==> config.mk <==
export PLATFORM = sky130hd
export DESIGN_NAME = table_driven_mealy_machine
export DESIGN_NICKNAME = d
export VERILOG_FILES = /design/src/rtl/core/tdmm_pkg.sv /design/src/rtl/core/table_driven_mealy_machine.sv
export SDC_FILE = /design/constraint.sdc
export NUM_CORES = 2
export LEC_CHECK = 0
export BUFFER_PORTS_ARGS = -buffer_cell sky130_fd_sc_hd__buf_2
export CAP_MARGIN = 20
export CORE_MARGIN = 10
export CORE_UTILIZATION = 47
export CTS_BUF_LIST = sky130_fd_sc_hd__clkbuf_8
export CTS_CLUSTER_SIZE = 16
export DETAILED_ROUTE_END_ITERATION = 6
export SETUP_SLACK_MARGIN = 0.3
export SLEW_MARGIN = 5
export SYNTH_ARGS = -nofsm -noshare
export SYNTH_HDL_FRONTEND = slang
export SYNTH_SLANG_ARGS = --single-unit
==> constraint.sdc <==
create_clock -name clk -period 4.9 [get_ports clk]
set_clock_uncertainty 0.1 [all_clocks]
set_input_delay 0.49 -clock clk [delete_from_list [all_inputs] [get_ports clk]]
set_output_delay 0.49 -clock clk [all_outputs]
set_load 0.02 [all_outputs]
==> src/rtl/core/tdmm_pkg.sv <==
// ----------------------------------------------------------------------------
// tdmm_pkg: shared definitions for the table-driven Mealy machine
// Table geometry, field widths, item action codes, configuration register
// indexes, the table entry layout and the controller state type.
// ----------------------------------------------------------------------------
package tdmm_pkg;

  // Table geometry.
  localparam int TABLE_DEPTH = 64;
  localparam int ACTION_BITS = 4;
  localparam int IDX_W       = (TABLE_DEPTH > 1) ? $clog2(TABLE_DEPTH) : 1;

  // Field widths fixed by the interface.
  localparam int STATE_W = 8;
  localparam int EVENT_W = 8;
  localparam int AID_W   = 4;
  localparam int PARAM_W = 32;
  localparam int COUNT_W = 7;
  localparam int CFG_W   = 8;

  // Reset values of the configuration registers.
  localparam logic [COUNT_W-1:0] ENTRY_COUNT_RST   = COUNT_W'(1);
  localparam logic [STATE_W-1:0] INITIAL_STATE_RST = '0;
  localparam logic [STATE_W-1:0] FINAL_STATE_RST   = '1;

  // Table depth expressed at the width of the entry count register.
  localparam logic [COUNT_W-1:0] DEPTH_CNT = COUNT_W'(TABLE_DEPTH);

  // Item action codes.
  typedef enum logic [1:0] {
    ACT_WRITE   = 2'd0,
    ACT_EVENT   = 2'd1,
    ACT_RESTART = 2'd2,
    ACT_NONE    = 2'd3
  } action_t;

  // Configuration register indexes.
  typedef enum logic [1:0] {
    CFG_ENTRY_COUNT   = 2'd0,
    CFG_INITIAL_STATE = 2'd1,
    CFG_FINAL_STATE   = 2'd2,
    CFG_FINAL_NOTIFY  = 2'd3
  } cfg_index_t;

  // One transition table entry.
  typedef struct packed {
    logic [STATE_W-1:0]     st;
    logic [EVENT_W-1:0]     ev;
    logic [STATE_W-1:0]     nx;
    logic [ACTION_BITS-1:0] act;
  } entry_t;

  // Controller states.
  typedef enum logic {
    S_IDLE,
    S_SCAN
  } ctrl_state_t;

endpackage

==> src/rtl/core/table_driven_mealy_machine.sv <==
// ----------------------------------------------------------------------------
// table_driven_mealy_machine: programmable Mealy state machine
// A transition table in a synchronous memory is written by items and
// searched first-match by event items, one entry per cycle.
// ----------------------------------------------------------------------------
// Usage:
//   Items are issued with start while busy is low; the transaction takes
//   place at that clock edge. Each item yields exactly one result, shown on
//   the result ports for one cycle with done high. The receiver cannot stall,
//   so results must be taken in the cycle they appear.
//   Table writes, restarts and unused action codes finish without a scan: done
//   rises in the cycle after the item, and busy never rises for them.
//   An event item in the final state, or with an entry count of zero, also
//   finishes without a scan. Otherwise the table scan reads one entry per cycle
//   through the single memory read port; each entry is compared from the
//   registered read data, and the scan ends at the first match or after
//   min(entry_count, 64) entries. The next item may be issued in the
//   cycle in which done is high.
//   Configuration writes use cfg_valid, cfg_ready, cfg_index and cfg_data;
//   cfg_ready is always high. The user writes only while no item is pending;
//   the block does not enforce this. Reset restores the register defaults and
//   the initial state. Table content is undefined after reset until written.
// ----------------------------------------------------------------------------
module table_driven_mealy_machine (
  input  logic                             clk,
  input  logic                             rst,
  // Item channel.
  input  logic                             start,
  output logic                             busy,
  input  logic [1:0]                       action,
  input  logic [tdmm_pkg::IDX_W-1:0]       entry_index,
  input  logic [tdmm_pkg::STATE_W-1:0]     entry_state,
  input  logic [tdmm_pkg::EVENT_W-1:0]     entry_event,
  input  logic [tdmm_pkg::STATE_W-1:0]     entry_next,
  input  logic [tdmm_pkg::AID_W-1:0]       entry_action_id,
  input  logic [tdmm_pkg::EVENT_W-1:0]     event_code,
  input  logic [tdmm_pkg::PARAM_W-1:0]     event_parameter,
  // Result channel.
  output logic                             done,
  output logic                             transitioned,
  output logic [tdmm_pkg::STATE_W-1:0]     from_state,
  output logic [tdmm_pkg::STATE_W-1:0]     to_state,
  output logic [tdmm_pkg::EVENT_W-1:0]     fired_event,
  output logic [tdmm_pkg::AID_W-1:0]       fired_action,
  output logic [tdmm_pkg::PARAM_W-1:0]     fired_parameter,
  output logic                             reached_final,
  output logic [tdmm_pkg::STATE_W-1:0]     state_now,
  // Configuration channel.
  input  logic                             cfg_valid,
  output logic                             cfg_ready,
  input  logic [1:0]                       cfg_index,
  input  logic [tdmm_pkg::CFG_W-1:0]       cfg_data
);

  import tdmm_pkg::*;

  // Configuration registers.
  logic [COUNT_W-1:0] entry_count;
  logic [STATE_W-1:0] initial_state;
  logic [STATE_W-1:0] final_state;
  logic               final_notify_enable;

  // Machine state and the latched event item.
  ctrl_state_t        state, state_next;
  logic [STATE_W-1:0] cur, cur_next;
  logic [EVENT_W-1:0] ev_q;
  logic [PARAM_W-1:0] par_q;

  // Scan pipeline.
  logic [COUNT_W-1:0] cnt, cnt_next;
  logic               rd_ok, rd_ok_next;
  logic               rd_last, rd_last_next;
  logic               rd_en;
  entry_t             rd_data;

  // Transition table memory.
  entry_t             mem [TABLE_DEPTH];
  logic               mem_we;

  // Control decisions.
  logic [COUNT_W-1:0] limit;
  logic               skip_scan;
  logic               match;
  logic               fin;
  logic               hit;
  logic               load_item;

  assign cfg_ready = 1'b1;
  assign busy      = (state != S_IDLE);

  // Number of entries searched, clipped to the table depth.
  assign limit     = (entry_count > DEPTH_CNT) ? DEPTH_CNT : entry_count;
  assign skip_scan = (cur == final_state) || (limit == '0);
  assign match     = (rd_data.st == cur) && (rd_data.ev == ev_q);

  // Configuration register writes.
  always_ff @(posedge clk) begin
    if (rst) begin
      entry_count         <= ENTRY_COUNT_RST;
      initial_state       <= INITIAL_STATE_RST;
      final_state         <= FINAL_STATE_RST;
      final_notify_enable <= 1'b0;
    end else if (cfg_valid && cfg_ready) begin
      case (cfg_index_t'(cfg_index))
        CFG_ENTRY_COUNT:   entry_count         <= cfg_data[COUNT_W-1:0];
        CFG_INITIAL_STATE: initial_state       <= cfg_data[STATE_W-1:0];
        CFG_FINAL_STATE:   final_state         <= cfg_data[STATE_W-1:0];
        CFG_FINAL_NOTIFY:  final_notify_enable <= cfg_data[0];
        default: ;
      endcase
    end
  end

  // Next controller state.
  always_comb begin
    state_next = state;
    case (state)
      S_IDLE: begin
        if (start && (action_t'(action) == ACT_EVENT) && !skip_scan) begin
          state_next = S_SCAN;
        end
      end
      S_SCAN: begin
        if (fin) begin
          state_next = S_IDLE;
        end
      end
      default: state_next = S_IDLE;
    endcase
  end

  // Controller outputs: memory access, scan issue and result capture.
  always_comb begin
    fin          = 1'b0;
    hit          = 1'b0;
    cur_next     = cur;
    mem_we       = 1'b0;
    rd_en        = 1'b0;
    load_item    = 1'b0;
    cnt_next     = cnt;
    rd_ok_next   = 1'b0;
    rd_last_next = 1'b0;
    case (state)
      S_IDLE: begin
        if (start) begin
          load_item = 1'b1;
          cnt_next  = '0;
          case (action_t'(action))
            ACT_WRITE: begin
              mem_we = (32'(entry_index) < TABLE_DEPTH);
              fin    = 1'b1;
            end
            ACT_EVENT: begin
              fin = skip_scan;
            end
            ACT_RESTART: begin
              cur_next = initial_state;
              fin      = 1'b1;
            end
            default: fin = 1'b1;
          endcase
        end
      end
      S_SCAN: begin
        // Issue the next read while entries remain.
        if (cnt < limit) begin
          rd_en        = 1'b1;
          cnt_next     = cnt + COUNT_W'(1);
          rd_ok_next   = 1'b1;
          rd_last_next = (cnt == limit - COUNT_W'(1));
        end
        // Check the entry read in the previous cycle.
        if (rd_ok) begin
          if (match) begin
            hit      = 1'b1;
            fin      = 1'b1;
            cur_next = rd_data.nx;
          end else if (rd_last) begin
            fin = 1'b1;
          end
        end
      end
      default: ;
    endcase
  end

  // Control registers.
  always_ff @(posedge clk) begin
    if (rst) begin
      state   <= S_IDLE;
      cur     <= INITIAL_STATE_RST;
      cnt     <= '0;
      rd_ok   <= 1'b0;
      rd_last <= 1'b0;
      done    <= 1'b0;
    end else begin
      state   <= state_next;
      cur     <= cur_next;
      cnt     <= cnt_next;
      rd_ok   <= rd_ok_next;
      rd_last <= rd_last_next;
      done    <= fin;
    end
  end

  // Latched event code and parameter of the item in progress.
  always_ff @(posedge clk) begin
    if (load_item) begin
      ev_q  <= event_code;
      par_q <= event_parameter;
    end
  end

  // Table memory write port.
  always_ff @(posedge clk) begin
    if (mem_we) begin
      mem[entry_index] <= '{st:  entry_state,
                            ev:  entry_event,
                            nx:  entry_next,
                            act: ACTION_BITS'(entry_action_id)};
    end
  end

  // Table memory read port with registered data.
  always_ff @(posedge clk) begin
    if (rd_en) begin
      rd_data <= mem[cnt[IDX_W-1:0]];
    end
  end

  // Result registers, loaded when an item completes.
  always_ff @(posedge clk) begin
    if (fin) begin
      transitioned    <= hit;
      from_state      <= cur;
      to_state        <= hit ? rd_data.nx : '0;
      fired_event     <= hit ? ev_q : '0;
      fired_action    <= hit ? AID_W'(rd_data.act) : '0;
      fired_parameter <= hit ? par_q : '0;
      reached_final   <= hit && (rd_data.nx == final_state) && final_notify_enable;
      state_now       <= cur_next;
    end
  end

endmodule
==> run_results.csv <==
group,metric,value,unit
routing,wl_per_cell,32.4,um
status,outcome,"completed",
worst_setup_path,crit_top_cell,"buf_4",
timing,hold_viol_final,0,
synthesis,synthAdderAreaFrac,0.166,%
worst_setup_path,reg2reg_slack,1.05,ns
clock_tree,cts_tree,"yes",
routing,vias,38200,
layout,layout-drive-gt1-share,28.9,%
worst_setup_path,cp.required,5.46,ns
grt,grt_pass1_vias,38700,
worst_setup_path,arrival,4.41,ns
clock_tree,cts_root_buffer,"clkbuf_8",
clock_tree,htreeDepth,5,
synthesis,synth.avg_cell_area,21.8,sq um
synthesis,synthSimpleGateAreaFrac,2.25,%
routing,drt-total-wl,205000,um
synthesis,async_reset_ff_share,0,%
clock_tree,cts.clk_slew.worst_paths,0.06,ns
synthesis,synth.mux.area_fraction,14.6,%
grt,met2_usage,35.7,%
min_path,whs_endpoint,"mem[24][14]$_DFFE_PP_",
place,post-dp-hpwl,124000,um
layout,synthToLayoutAreaGrowth,14.9,%
power_and_ir_drop,ir_worst_vdd,287,uV
layout,regArea,58800,sq um
timing,rsz0062_at_grt,"no",
timing,maxSlewViolCount,0,
synthesis,synth_compound_area_share,2.95,%
place,gp_congestion,0.880,
place,place_inst,5682,
synthesis,synth_cell_types,63,
place,port_buffers,161,
timing,clock.fmax,260,MHz
grt,antenna_found_initial,20,
synthesis,ys_seq_elements,1973,
floorplan,rows,146,
clock_tree,clkLatencyLatePin,1.03,ns
synthesis,ys_warn_count,0,
synthesis,synth_top_family_by_area,"multiplexers",
floorplan,fp.dieH,420,um
grt,met1_usage,32.6,%
synthesis,synth-xor-area-share,0.454,%
place,dp_worst_setup_slack,0.984,ns
synthesis,synth_most_common_cell,"edfxtp_1",
grt,track_usage,23.1,%
layout,postLayoutCoreUtil,54.4,%
min_path,hold_class,"in2reg",
layout,fillers,12100,
synthesis,netlist_instances,3453,
synthesis,ys_top_cells_by_count,"1930 x edfxtp_1, 404 x mux4_2, 188 x mux2i_1",
synthesis,netlist_area,75200,sq um
clock_tree,cts_buffers,334,
timing,layout_setup_ws,1.05,ns
timing,finalCritPeriodShare,78.6,%
grt,use_met3,5.26,%
min_path,holdPathStages,2,
synthesis,syn_nets,3553,
power_and_ir_drop,p_leak,27.1,nW
grt,grt_first_pass_wirelength,292000,um
floorplan,io_pins,163,
grt,overflow,0,
timing,slew_headroom,17.5,%
floorplan,die_area,176000,sq um
worst_setup_path,crit_path_top_delay_cell,"nor2_4",
timing,period_needed,3.85,ns
timing,setup_viol,0,
synthesis,yosys.area.top_type,"edfxtp_1",
worst_setup_path,crit_chain,"nand2b_1, nor4_1, buf_4, nand2_1, nor2_4, buf_4",
worst_setup_path,startpoint_type,"flip-flop",
synthesis,synth_flop_cell,"edfxtp_1",
clock_tree,clk_path_buf_depth,4,
floorplan,fp.coreArea,159000,sq um
grt,busiest_layer,"met2",
layout,fin_cells,6335,
routing,antenna_left,0,
timing,hold-worst-slack,0.0508,ns
worst_setup_path,critical_path.max_stage_delay,0.93,ns
timing,worstMarginPinSlew,1.22,ns
layout,multi_input_comb_area,15900,sq um
layout,nNetsFinal,4121,
run,maxCapViolCount,0,
timing,setup_tns,0,ns
grt,grt_max_degree,72,
worst_setup_path,crit_type,"reg2reg",
floorplan,fp.dieW,420,um
floorplan,start_util,47.4,%
synthesis,synth_seq_area_share,78.2,%
worst_setup_path,ff2ff_path_depth,6,
worst_setup_path,r2r-start,"busy$_SDFF_PP0_",
clock_tree,cts_resized,0,
power_and_ir_drop,power_density,382,nW/um^2
routing,first_pass_iters,5,
synthesis,synth_area_leaders,"edfxtp_1 77%, mux4_2 12%, mux2i_1 2.5%",
synthesis,synth_edf_count,1930,
min_path,hold_start,"entry_event[2]",
synthesis,synth_top_area_share,77.1,%
routing,drcViolationCount,0,
worst_setup_path,cp-end-kind,"flip-flop",
worst_setup_path,reg2reg_to,"mem[56][7]$_DFFE_PP_",
clock_tree,clkSinkCount,1973,
routing,vias_per_cell,6.03,
routing,drt-initial-drc-count,4572,
worst_setup_path,crit_fanout,20,
report_power, final:
group,internal [mW],switching [mW]
clock network,6.80,6.37
logic,0.411,0.748
registers,18.6,0.0634
total,25.9,7.18
worst max-delay path, delay by kind of cell (launching register included):
family,cells,cell delay (ns)
AND/OR/NAND/NOR,4,2.43
flip-flops,1,0.36
buffers and inverters,2,0.60
timing repair:
action,CTS,global route
hold endpoints to repair,115,0
setup buffers,0,0
hold buffers,74,0
logic make-up (layout without fill, tap and decap cells):
logic type	after synthesis	in the layout
flops	1973	1973
compound gates	320	320
simple gates	317	317
buf+inv	200	998
other cells	1	13
xor+xnor	39	39
mux	593	593
fa+ha+maj	10	10
through the flow:
stage | area (sq um) | total power [mW]
after global placement | 79600 | 20.2
after detailed placement | 79800 | 20.2
after CTS | 86300 | 33.3
after global routing | 86300 | 34.1
final | 86400 | 33.0
after floorplan | 75200 | 19.6
registers in the layout, summed over array words and instances (netlist names):
register	flops
reached_final	1
par_q	32
state_now	8
ev_q	8
to_state	8
final_state	8
done	1
rd_data	28
from_state	8
transitioned	1
fired_action	4
final_notify_enable	1
fired_event	8
cur	8
cnt	7
mem	1792
rd_ok	1
initial_state	8
rd_last	1
busy	1
entry_count	7
fired_parameter	32
metal layers:
metal | vias to the layer above | part of all wire [%]
li1 | 15700 | -
met2 | 1800 | 47
met3 | 374 | 8.6
met4 | 4 | 3.5
met1 | 20300 | 41
met5 | - | 0.015
layout make-up:
type / instances / share of cell area [%]
clock inverter: 220 / 1.20
sequential: 1973 / 68.1
tap: 2072 / 3.00
multi-input combinational: 1280 / 18.4
inverter: 7 / 0.0304
timing repair buffer: 425 / 3.71
antenna: 12 / 0.0348
clock buffer: 346 / 5.51
cells in the final DEF (no fill, tap or decap), types with 25 or more instances in the layout:
| master | netlist | routed |
|---|---|---|
| a211oi_1 | 26 | 26 |
| a21oi_1 | 47 | 47 |
| a221oi_1 | 54 | 54 |
| a22oi_1 | 30 | 30 |
| and3_1 | 54 | 54 |
| buf_2 | 58 | 161 |
| buf_4 | 20 | 171 |
| clkbuf_8 | 0 | 346 |
| clkinv_1 | 1 | 73 |
| clkinv_2 | 0 | 32 |
| dfxtp_1 | 43 | 38 |
| dlygate4sd3_1 | 0 | 74 |
| edfxtp_1 | 1930 | 1930 |
| inv_1 | 5 | 111 |
| mux2i_1 | 188 | 188 |
| mux4_2 | 404 | 404 |
| nand2_1 | 51 | 51 |
| nor2_1 | 98 | 33 |
| nor2_4 | 0 | 64 |
| o21ai_0 | 69 | 60 |
| o221ai_1 | 26 | 26 |
| xnor2_1 | 25 | 25 |
worst max path at each step:
stage | endpoint | slack (ns) | depth (start not counted) | start
detailed placement | mem[56][12]$_DFFE_PP_ | 0.98 | 7 | start
global route | mem[48][8]$_DFFE_PP_ | 0.98 | 6 | busy$_SDFF_PP0_
floorplan | fired_action[0]$_SDFFCE_PN0P_ | 1.25 | 4 | busy$_SDFF_PP0_
CTS | mem[56][18]$_DFFE_PP_ | 1.09 | 6 | busy$_SDFF_PP0_
finish | mem[56][7]$_DFFE_PP_ | 1.05 | 6 | busy$_SDFF_PP0_
global placement | mem[56][12]$_DFFE_PP_ | 0.97 | 7 | start
Power figures use the tool's default switching activity.
